==> src/hdl/rms_ram.sv <==
// generic single write port ram with registered read
`default_nettype none
module rms_ram #(
   parameter int WIDTH = 8,
   parameter int DEPTH = 8
) (
   input  wire logic                     clock,
   input  wire logic                     wr_en,
   input  wire logic [$clog2(DEPTH)-1:0] wr_addr,
   input  wire logic [WIDTH-1:0]         wr_data,
   input  wire logic [$clog2(DEPTH)-1:0] rd_addr,
   output logic      [WIDTH-1:0]         rd_data
);
   logic [WIDTH-1:0] mem [DEPTH];

   always_ff @(posedge clock) begin
      if (wr_en) begin
         mem[wr_addr] <= wr_data;
      end
      rd_data <= mem[rd_addr];
   end
endmodule
`default_nettype wire

==> config.mk <==
export PLATFORM = sky130hd
export DESIGN_NAME = rms_ram
export DESIGN_NICKNAME = d
export VERILOG_FILES = /design/src/hdl/rms_ram.sv
export SDC_FILE = /design/constraint.sdc
export NUM_CORES = 1
export LEC_CHECK = 0
export ABC_AREA = 1
export BUFFER_PORTS_ARGS = -buffer_cell sky130_fd_sc_hd__buf_2
export CAP_MARGIN = 5
export CORE_MARGIN = 8
export CORE_UTILIZATION = 25
export DETAILED_ROUTE_END_ITERATION = 7
export SYNTH_ARGS = -nofsm -noshare
export SYNTH_HDL_FRONTEND = slang
export SYNTH_SLANG_ARGS = --single-unit
==> constraint.sdc <==
create_clock -name clock -period 1.6 [get_ports clock]
set_clock_uncertainty 0.2 [all_clocks]
set_input_delay 0.32 -clock clock [delete_from_list [all_inputs] [get_ports clock]]
set_output_delay 0.32 -clock clock [all_outputs]
set_load 0.005 [all_outputs]
== Word level (Yosys, flattened, before mapping) ==
Memory sizes are Yosys's and may differ from the RTL's. A register that Yosys moved wholly into a read port is not among the register bits.
Index checks and enable logic that the tools add are counted.
W data, S select, Z words.
Word-level totals
  bits in writable memories: 64
  register bits: 0
  word-level logic and storage cells: 3
  output and inout port bits: 8
  memories kept: 1
Operators by class
  muxes and demuxes: 2
Memory list
  mem: depth 8, width 8, read ports 1, clocked after memory_dff 1, write ports 1, line 14  | logic [WIDTH-1:0] mem [DEPTH];
Operators by type and width (number)
  $mux W1: 2

== Depth between registers and ports, before layout ==
Gate-level depths: netlist (run 1).
  word-level depth: 2
  mapped depth: 8
  gate-level depth less buffers: 6

== Worst setup path before layout (run 1) ==
No wires, ideal clock.
  path type: input to register
  start: input port wr_addr[0]
  end: memory mem[0][0] (enable)
  data required time: 1030 ps
  arrival: 825 ps
  cell stages on the path: 3
  path buffers: 0
  slack: 205 ps
  path through: inv_1 > nand2_1 > nor2_1
RTL lines
  from (decl): line 9  | input wire logic [$clog2(DEPTH)-1:0] wr_addr,
  to (decl): line 14
Straight into the memory's write port.

== Worst setup path after layout (run 1) ==
  start: register rd_data[5], read port of mem
  end: output port rd_data[5]
RTL lines
  from (decl): line 12  | output logic [WIDTH-1:0] rd_data
No word-level cell between the ends.

==> results of run 1 <==
kinds of logic after synthesis:
kind of cell,Yosys count,share of synthesized area
AND/OR/NAND/NOR,150,0.198
buffers and inverters,81,0.120
flip-flops,72,0.683
stage by stage:
step	total power, uW	setup WS (ps)	hold WS (ps)
CTS	4710	301	53.7
global route	4810	288	67.5
global placement	2450	217	400
floorplan	2350	205	219
finish	4660	331	65.9
detailed placement	2460	188	400
cells in the final DEF (no fill, tap or decap):
cell | synthesis | routed
sky130_fd_sc_hd__clkinv_2 | 0 | 1
sky130_fd_sc_hd__clkbuf_1 | 0 | 1
sky130_fd_sc_hd__inv_2 | 1 | 1
sky130_fd_sc_hd__bufinv_16 | 0 | 3
sky130_fd_sc_hd__nor2_1 | 8 | 8
sky130_fd_sc_hd__clkbuf_16 | 0 | 9
sky130_fd_sc_hd__buf_4 | 3 | 12
sky130_fd_sc_hd__nand3_1 | 32 | 32
sky130_fd_sc_hd__buf_2 | 2 | 23
sky130_fd_sc_hd__dfxtp_1 | 8 | 8
sky130_fd_sc_hd__inv_4 | 1 | 1
sky130_fd_sc_hd__clkinv_4 | 0 | 1
sky130_fd_sc_hd__edfxtp_1 | 64 | 64
sky130_fd_sc_hd__clkinv_1 | 0 | 1
sky130_fd_sc_hd__inv_1 | 68 | 68
sky130_fd_sc_hd__nand2_1 | 110 | 110
final cells by class:
class / instances / area [um2]
clock buffer: 10 / 229
clock inverter: 6 / 108
fill: 1227 / 8290
inverter: 70 / 265
multi-input combinational: 150 / 603
sequential: 72 / 2080
tap: 147 / 184
timing repair buffer: 35 / 205
where the power goes:
part           switching, uW  internal (uW)
Combinational            179           93.4
Clock                    732           1520
Sequential              16.9           2120
state kept, by name, indices dropped and copies added, names as in the netlist:
signal and count:
mem 64, rd_data 8
how the worst max path moves through the flow:
stage | cells past startpoint | from | end
floorplan | 3 | wr_addr[0] | mem[0][0]
global placement | 5 | wr_addr[2] | mem[2][7]
detailed placement | 5 | wr_addr[0] | mem[4][7]
CTS | 1 | rd_data[0] | rd_data[0]
global route | 1 | rd_data[0] | rd_data[0]
finish | 1 | rd_data[5] | rd_data[5]
routing by layer:
layer,vias to the layer above,GRT usage
li1,1003,-
met3,12,0.0209
met4,0,0.0418
met5,-,0
met1,943,0.107
met2,47,0.127
==> results.md, run 1 <==
Critical path:
- The biggest cell delay along the critical path is around 320 ps.
- On the critical path, the stage with the largest delay is an instance of sky130_fd_sc_hd__dfxtp_1.
- The number of cells on the worst reg-to-reg path is 6.
- The arrival time of data at the critical path endpoint is between 700 and 800 ps.
- The number of buffers and inverters on the critical path is 1.
- The worst reg2reg path startpoint is mem[3][5].
- The worst setup path is of the flip-flop to output pin kind.
- Data on the critical path is required at its endpoint by between 1000 and 1500 ps.
- Walking the worst path, the cells encountered are buf_2.
- The family of cells with the greatest summed delay on the critical path is flip-flops.
- The worst setup path is launched from a flip-flop.
- The reg-to-reg endpoint is rd_data[5].
- The reg-to-reg setup timing slack is ~540 ps.
- The maximum fanout along the worst path is 1.
- The worst setup path is captured at an output pin.

Die:
- 24 I/O pins were placed.
- The floorplan row count is 40.
- For this configuration, the core starts out at a cell density of 0.255.
- After floorplanning, the core was sized to cover about 0.012 mm2.
- The die covers roughly 0.016 mm2.
- The die is approximately 130 um wide.
- Measured along the y axis, the die boundary spans approximately 130 um.

Drt:
- The post-detailed-route DRC marker count is 0.
- In this run, the number of DRC markers left after iteration 0 of detailed routing was around 140.
- Wires add up to approximately 6400 um.
- The post-detailed-route count of antenna-violating nets is 0.
- The number of detailed-routing iterations run before antenna repair is 4.
- The top routing layer in use is met4.
- The total number of vias is 2005.
- The routed wirelength normalized by instance count is roughly 13 um.
- In the detailed route, the total length drawn on met3 is roughly 270 um.
- In the final routing, the length of wire on met1 measures 3030 um.
- Dividing the detail-routed via count by the number of cells gives slightly above 4.
- The routed wire length on met2 is 2940 um.

Min path:
- The type of the most critical hold path is input port to flip-flop.
- Along the worst hold path, the cell count comes to 1.
- The worst hold path begins at wr_data[6].
- For hold timing, the worst endpoint is mem[0][6].

Place:
- Routability-driven placement finished with a final weighted congestion of approximately 0.72.
- The cell area after placement is ~0.0033 mm2.
- Input and output buffers added on the ports amount to 23.
- The number of placed instances, taps included, is roughly 470.
- The HPWL after detailed placement is around 4200 um.

Logic synthesis:
- After synthesis, the mean cell area works out to around 10 um2.
- Sorting the synthesized cells by area gives the leading types as sky130_fd_sc_hd__edfxtp_1 (63%), sky130_fd_sc_hd__nand2_1 (14%), sky130_fd_sc_hd__inv_1 (8.4%), sky130_fd_sc_hd__dfxtp_1 (5.3%), sky130_fd_sc_hd__nand3_1 (5.3%).
- The count of distinct cell types in the synthesized netlist is 11.
- By instance count, the leading cell after synthesis is sky130_fd_sc_hd__nand2_1.
- Yosys printed 0 warnings.
- In this run, synthesis inferred 64 flip-flops with an integrated enable.
- For this run, the register share of the synthesized area comes to 0.683.
- Of the post-synthesis cell area, the dominant cell type holds 0.630.
- After synthesis, the share of flip-flops with an asynchronous set or reset is 0.
- The cell area after synthesis is roughly 0.003 mm2.
- The instance count of the mapped netlist is slightly above 300.
- For this run, the leading register cell type out of synthesis is sky130_fd_sc_hd__edfxtp_1.
- Counting instances in the post-synthesis netlist gives the leading cell types as sky130_fd_sc_hd__nand2_1 (110), sky130_fd_sc_hd__inv_1 (68), sky130_fd_sc_hd__edfxtp_1 (64).
- The count of state elements after synthesis is 72.
- Of all cell types, the one taking the most synthesized area is sky130_fd_sc_hd__edfxtp_1.
- Synthesis produced a netlist with a net count of roughly 320.

Cells and area:
- The layout cell share with drive strength beyond 1 is 0.149.
- The finished cells cover around 0.0037 mm2.
- Once layout is complete, the cells apart from fillers number 490.
- The layout-stage area growth over the synthesis result is 20.5%.
- 0 antenna diodes ended up in the layout.
- At the end of the flow, the number of nets in the layout was about 350.
- The fraction of the core area covered by cells at the end of the flow is 0.307.

Global routing:
- Across every metal layer, demand over resource in global routing totals 0.0831.
- The number of global-route vias before repair is ~2.0k.
- The number of antenna violations at the first check in global routing came to 0.
- Summed over all layers, the global routing overflow is 0.
- The first global-routing pass estimated approximately 10000 um of wire.
- The pin count of the biggest net entering global routing is 33.

STA:
- Setup repair after global routing left no endpoint under its margin.
- The final cycle utilization of the critical path is 0.793.
- Setup violations remaining at the end of the flow were counted as 0.
- The slew of the pin with the lowest slew margin is a little under 400 ps.
- Setup total negative slack on the finished layout was measured at 0 ps.
- The minimum clock period is roughly 1300 ps.
- The maximum clock frequency is about 800 MHz.
- The number of pins with negative max-slew slack in the final report is 0.
- The worst pin sits at a relative slew slack of 0.738.
- The total count of hold-check failures in the final report is 0.

Clocking:
- The H-tree was split into 3 levels.
- The number of gates resized after CTS was 0.
- The deepest clock path buffer count is 2.
- CTS saw a little over 70 sinks.
- Clock-pin slew was measured on the worst setup and hold paths at about 60 ps.
- The cell at the root of the clock tree is sky130_fd_sc_hd__clkbuf_16.
- The number of buffers created by CTS is 9.
- The post-CTS setup buffer count is 0.
- Hold repair after CTS inserted 0 buffers.
- The clock insertion delay at the later pin of the skew report is ~330 ps.
- TritonCTS built the clock tree.

Flow run:
- The max-capacitance violation count is 0.

Status:
- The flow ran to the end, and the final reports show no timing, DRC or antenna violations.

Pwr:
- The worst voltage drop across the vdd grid is around 0.00055 V.
- The leakage power is roughly 0.0017 uW.
- The power density over the cells is about 1300 mW/mm2.
(Power assumes the default switching activity.)
==> inputs of run 2 (changes only) <==
==> constraint.sdc (replaced) <==
create_clock -name clock -period 1.3 [get_ports clock]
set_clock_uncertainty 0.2 [all_clocks]
set_input_delay 0.26 -clock clock [delete_from_list [all_inputs] [get_ports clock]]
set_output_delay 0.26 -clock clock [all_outputs]
set_load 0.005 [all_outputs]
==> run 2 against run 1 <==
Against the previous run: hold slack lost 49 ps; die area did not move; register-to-register slack got worse by 300 ps; sequential power grew 23%.
==> results.md, run 2 (same netlist as run 1, synthesis figures left out) <==
Status:
- The flow ran to the end, and the final reports show no timing, DRC or antenna violations.

Place:
- The final HPWL from detailed placement is 4270 um.
- At the end of routability-driven placement, the weighted congestion stood at between 0.7 and 0.8.
- Counting tap cells, the placed design contains a total of between 400 and 500 instances.
- Before CTS, the worst setup slack after placement is -38.7 ps.
- The port buffer count is 23.

Critical path:
- Walking the worst path, the cells encountered are buf_2.
- In this run the worst path has a maximum fanout of 1.
- The worst setup path is of the flip-flop to output pin kind.
- The number of buffers and inverters on the critical path is 1.
- The family of cells with the greatest summed delay on the critical path is flip-flops.
- The type of origin of the critical path is a flip-flop.
- Data arrives at the worst endpoint at between 700 and 800 ps.
- For this design, the slowest cell found on the critical path is sky130_fd_sc_hd__dfxtp_1.
- The worst setup path is captured at an output pin.
- At the worst endpoint, the required time is around 840 ps.
- The largest single stage delay on the critical path is a little over 300 ps.

STA:
- The final number of setup-violating endpoints is 0.
- For the finished layout, the period the worst path requires is 1210 ps.
- The final cycle utilization of the critical path is 0.928.
- Based on the critical path, the design can be clocked at up to ~830 MHz.
- The number of pins with negative max-slew slack in the final report was 0.
- The worst path meets setup with around 93 ps of slack.
- The total count of hold-check failures in the final report is 0.
- Setup repair after global routing left no endpoint under its margin.
- For the pin with the worst max-slew slack, the measured transition is roughly 330 ps.
- The worst max-slew margin expressed relative to the limit is 0.780.

Clocking:
- At the later pin of the worst-skew pair, clock insertion delay measures between 300 and 400 ps.
- The number of sinks handled by clock tree synthesis is between 70 and 80.
- TritonCTS built the clock tree.
- The total number of H-tree levels is 3.
- In this run, post-CTS hold repair placed 0 buffers.
- Counting the buffers created by CTS gives 9.
- After clock tree synthesis, the clock-pin slew on the worst setup and hold paths is approximately 60 ps.
- The cell at the root of the clock tree is sky130_fd_sc_hd__clkbuf_16.
- The post-CTS setup buffer count is 0.
- The deepest clock path buffer count is 2.
- The number of instances resized during post-cts repair is 0.

Global routing:
- The wire length of the first global-routing pass is slightly above 10000 um.
- The pin count of the biggest net entering global routing is 33.
- Summed over all layers, the global routing overflow is 0.
- The number of global-route vias before repair came to around 2.0k.
- The overall routing resource usage is 0.0842.
- The number of antenna violations at the first check in global routing is 0.

Drt:
- The vias per cell is 4.09.
- In the final routed layout, each cell accounts on average for about 13 um.
- For this run, design rule violations remaining after detail routing come to 0.
- For this block, the via count after detailed routing is about 2.0k.
- The post-detailed-route count of antenna-violating nets is 0.
- The DRC marker count from the first detailed-route iteration is between 100 and 150.
- The final layout contains routed wiring with a total length of roughly 6200 um.
- The first TritonRoute pass finished after 4 iterations.

Pwr:
- In this run the static leakage power is 0.00173 uW.
- The share of total power dissipated in the clock network is 0.501.
- The relative contribution of sequential cells to total power is 0.442.
- The proportion of power drawn by combinational gates is 0.057.
- Power spread over the standard cell area amounts to roughly 1600 mW/mm2.
- The internal portion of the total power is roughly 4800 uW.
- The worst-case IR drop observed on VDD is 0.000933 V.
- The switching portion of total power is 0.187.
- In this run the power spent charging and discharging nets is 1120 uW.

Cells and area:
- In the final layout, the registers with the most flip-flops are mem: 64 flops, rd_data: 8 flops.
- The number of antenna diodes in the final layout is 0.
- The layout cell share with drive strength beyond 1 is 0.163.
- The register with the most flip-flops in the layout has 64 of them.
- The finished layout holds 491 standard cells, fillers aside.
- Leaving out fill and tap cells, the most frequent cell in the layout is sky130_fd_sc_hd__nand2_1.
- The layout-stage area growth over the synthesis result is 22.4%.
- The top cell types in the final layout, fill and taps aside, are sky130_fd_sc_hd__nand2_1 (110), sky130_fd_sc_hd__inv_1 (68), sky130_fd_sc_hd__edfxtp_1 (64).
- The register with the most flip-flops is mem.
- At the end of the flow, the number of nets in the layout was 355.

Die:
- The floorplan step defined a core boundary enclosing about 0.012 mm2.
- The initial core utilization is 0.255.
- In this run the count of I/O pins placed on the die edge is 24.
- The floorplan step defined a die boundary enclosing 0.0160 mm2.
- The height of the die is 126 um.
- The chip width is between 100 and 150 um.
- After floorplanning, the core was divided into 40 placement rows.

Flow run:
- The max-capacitance violation count is 0.

Min path:
- The type of the most critical hold path is input port to flip-flop.
-- run 2: changes by cell type in the layout (fill, tap and decap cells not counted) --
cell / delta
sky130_fd_sc_hd__buf_12: +1
sky130_fd_sc_hd__bufinv_16: +1
sky130_fd_sc_hd__clkbuf_1: -1
sky130_fd_sc_hd__clkbuf_8: +1
sky130_fd_sc_hd__clkinv_1: -1
sky130_fd_sc_hd__clkinv_2: +1
sky130_fd_sc_hd__clkinv_4: -1
sky130_fd_sc_hd__nor2_1: -2
sky130_fd_sc_hd__nor2_2: +2
-- run 2: power groups by stage --
stage	logic (uW)	clock network [uW]	registers (uW)
finish	339	2990	2630
global route	389	3160	2640
CTS	345	3060	2640
detailed placement	342	0	2680
global placement	333	0	2680
floorplan	208	0	2680
-- run 2: path summary, 6_finish.rpt --
| kind | from | cells past startpoint | end | slack, ps |
|---|---|---|---|---|
| max | rd_data[2] | 1 | rd_data[2] | 90 |
| min | wr_data[4] | 1 | mem[0][4] | 20 |
| max reg2reg | mem[2][6] | 6 | rd_data[6] | 240 |
| min reg2reg | mem[1][3] | 6 | rd_data[3] | 430 |
-- run 2: area by class of cell --
type	instances	area, um2
Multi-Input combinational cell	150	608
Timing Repair Buffer	36	225
Clock inverter	6	130
Inverter	70	265
Tap cell	147	184
Fill cell	1203	8230
Clock buffer	10	239
Sequential cell	72	2080
-- run 2: through the flow --
step	total power (uW)	util	hold slack (ps)	TNS (ps)	area, um2
after detailed placement	3020	0.281	353	-894	3360
after floorplan	2890	-	159	-1280	3060
after global routing	6190	0.312	17.8	0	3730
final	5960	0.312	16.8	0	3730
after CTS	6040	0.312	6.07	0	3730
after global placement	3020	0.281	349	-280	3360
-- run 2: per-layer routing --
metal | routed length (um) | vias up | global-route usage
li1 | - | 1005 | -
met1 | 3010 | 955 | 0.104
met2 | 2900 | 39 | 0.132
met4 | 123 | 0 | 0.0446
met5 | 0 | - | 0
met3 | 206 | 10 | 0.0235
==> inputs of run 3 (changes only) <==
--- a/config.mk
+++ b/config.mk
@@ -8,7 +8,7 @@
 export ABC_AREA = 1
 export BUFFER_PORTS_ARGS = -buffer_cell sky130_fd_sc_hd__buf_2
 export CAP_MARGIN = 5
-export CORE_MARGIN = 8
+export CORE_MARGIN = 2
 export CORE_UTILIZATION = 25
 export DETAILED_ROUTE_END_ITERATION = 7
 export SYNTH_ARGS = -nofsm -noshare
==> run 3 against run 2 <==
Against the previous run: die area decreased by 18%; final cell count increased by 1.0%; total power down 0.43%; critical path depth did not move; count of clock-buffer cells in the layout is 1 higher; sequential share of layout area fell by 0.26 points; non-clock buffer count grew 5; utilization grew 0.15 points; first-iteration DRC count rose by 15%; via count about the same; global-route usage rose by 1.1 points; sequential cell count did not move.
==> results.md, run 3 (same netlist as run 1, synthesis figures left out) <==
Status:
- The flow ran to the end, and the final reports show no timing, DRC or antenna violations.

Pwr:
- Of the total power, combinational logic draws 0.057.
- The analysis attributes to cell leakage a power of between 0.0015 and 0.002 uW.
- The worst voltage drop across the vdd grid is around 0.00076 V.
- The relative contribution of sequential cells to total power is 0.444.
- The internal power of the cells totals about 4800 uW.
- The switching power of the nets is 1120 uW.
- The switching portion of total power is 0.189.
- Of the total power, the clock network draws 0.499.
- Power comes to roughly 5900 uW.
- In this run the power density over the cells is ~1600 mW/mm2.

Flow run:
- Max-cap violations in this run came to 0.

Critical path:
- The setup path with the least slack is of type flip-flop to output pin.
- The capturing element type of the critical path is an output pin.
- The maximum fanout along the worst path is 1.
- The biggest cell delay along the critical path is ~310 ps.
- The worst setup path is launched from a flip-flop.
- The largest individual stage delay along the critical path comes from the cell sky130_fd_sc_hd__dfxtp_1.
- The data required time of the critical path is ~840 ps.
- The family of cells with the greatest summed delay on the critical path is flip-flops.
- At the worst endpoint, the arrival time is around 750 ps.
- Traced cell by cell, the critical path runs through buf_2.
- The number of buffers and inverters on the critical path is 1.

Place:
- Input and output buffers added on the ports amount to 23.
- The placement-stage worst setup slack is -33.6 ps.
- The final weighted congestion in routability-driven placement is 0.801.
- Once detailed placement completed, the half-perimeter wirelength came to around 4000 um.
- The cell area after placement is 0.00339 mm2.

Drt:
- The first routing iteration left 140 violations.
- The post-detailed-route DRC marker count is 0.
- The number of detailed-routing iterations run before antenna repair is 4.
- The wire length reported by the detailed router is ~5800 um.
- The vias per cell is between 4 and 5.
- Dividing the detail-routed wire length by the instance count gives 11.8 um.
- The post-detailed-route count of antenna-violating nets is 0.
- The total number of vias is 2011.

Global routing:
- The number of global-route vias before repair is around 2.0k.
- The wire length of the first global-routing pass is between 9000 and 10000 um.
- The number of antenna violations at the first check in global routing is 0.
- Entering global routing, the biggest net connects 33 pins.
- For this run, the total global-route usage over all layers was measured as 0.0955.
- After global routing the overflow that remains totals 0.

Die:
- From left edge to right edge, the die measures approximately 110 um.
- The height of the die is 114 um.
- The initial core utilization is 0.255.
- The floorplan has 40 rows.
- The full die area is around 0.013 mm2.
- The boundary pin count is 24.
- The total area inside the core boundary comes to between 0.01 and 0.015 mm2.

STA:
- At the pin with the least slew margin, the transition time is about 330 ps.
- In the final timing run, aggregate negative setup slack is 0 ps.
- The worst path setup slack after routing is between 90 and 100 ps.
- In this run the tightest slew margin relative to its limit is 0.779.
- Setup violations remaining at the end of the flow were counted as 0.
- The clock period could shrink to ~1200 ps.
- Setup repair after global routing left no endpoint under its margin.
- The number of pins with negative max-slew slack in the final report was 0.
- The total count of hold-check failures in the final report was 0.
- The final cycle utilization of the critical path is 0.930.
- The maximum clock frequency is around 830 MHz.
- Hold is met by 12.4 ps.

Cells and area:
- The layout-stage area growth over the synthesis result is 23.0%.
- The layout cell share with drive strength beyond 1 is 0.169.
- The top cell types in the final layout, fill and taps aside, are sky130_fd_sc_hd__nand2_1 (110), sky130_fd_sc_hd__inv_1 (68), sky130_fd_sc_hd__edfxtp_1 (64).
- mem holds more flip-flops than any other register.
- The largest registers in the layout are mem: 64 flops, rd_data: 8 flops.
- The net count of the finished layout is 360.
- The leading cell type in the layout, fill and taps excluded is sky130_fd_sc_hd__nand2_1.
- 0 antenna diodes ended up in the layout.
- The register with the most flip-flops in the layout has between 60 and 70 of them.
- After routing the design area is approximately 0.0038 mm2.

Min path:
- The tightest min-delay check is of the input port to flip-flop type.

Clocking:
- The number of buffers created by CTS is 9.
- The number of sinks handled by clock tree synthesis is 72.
- The deepest clock path buffer count is 2.
- The clock tree from TritonCTS is done.
- The total number of H-tree levels is 3.
- Post-CTS timing repair inserted 0 buffers for setup.
- The number of instances resized during post-cts repair is 0.
- The cell at the root of the clock tree is sky130_fd_sc_hd__clkbuf_16.
- For the worst-skew pair, the clock arrives at the later sink with an insertion delay of 320 ps.
- The post-cts hold buffer count is 0.
- After clock tree synthesis, the clock-pin slew on the worst setup and hold paths is ~60 ps.
-- run 3: layer usage --
layer  wire, um  GRT usage  part of all wire
met5          0          0                 0
met4        115     0.0512             0.020
met3        273     0.0281             0.047
met2       2610      0.145              0.45
met1       2840      0.123              0.49
-- run 3: final timing paths --
path,startpoint,to,slack [ps],depth (start not counted)
min,wr_data[6],mem[0][6],10,1
max,rd_data[5],rd_data[5],90,1
max reg2reg,mem[6][5],rd_data[5],250,6
min reg2reg,mem[0][3],rd_data[3],430,6
-- run 3: power groups by stage --
stage	Sequential (uW)	Clock, uW	Combinational (uW)
2_1_floorplan	2680	0	208
4_1_cts	2640	3000	342
3_3_place_gp	2680	0	337
6_report	2630	2960	337
5_1_grt	2640	3080	387
3_5_place_dp	2680	0	340
-- run 3: layout make-up --
class	instances	area [um2]
Clock inverter	5	129
Fill cell	1179	8210
Timing Repair Buffer	41	250
Inverter	70	265
Tap cell	147	184
Multi-Input combinational cell	150	608
Clock buffer	11	233
Sequential cell	72	2080
-- run 3: metrics by stage --
step	util	instances
global route	0.314	496
floorplan	-	303
global placement	0.283	480
finish	0.314	496
CTS	0.314	496
detailed placement	0.283	480
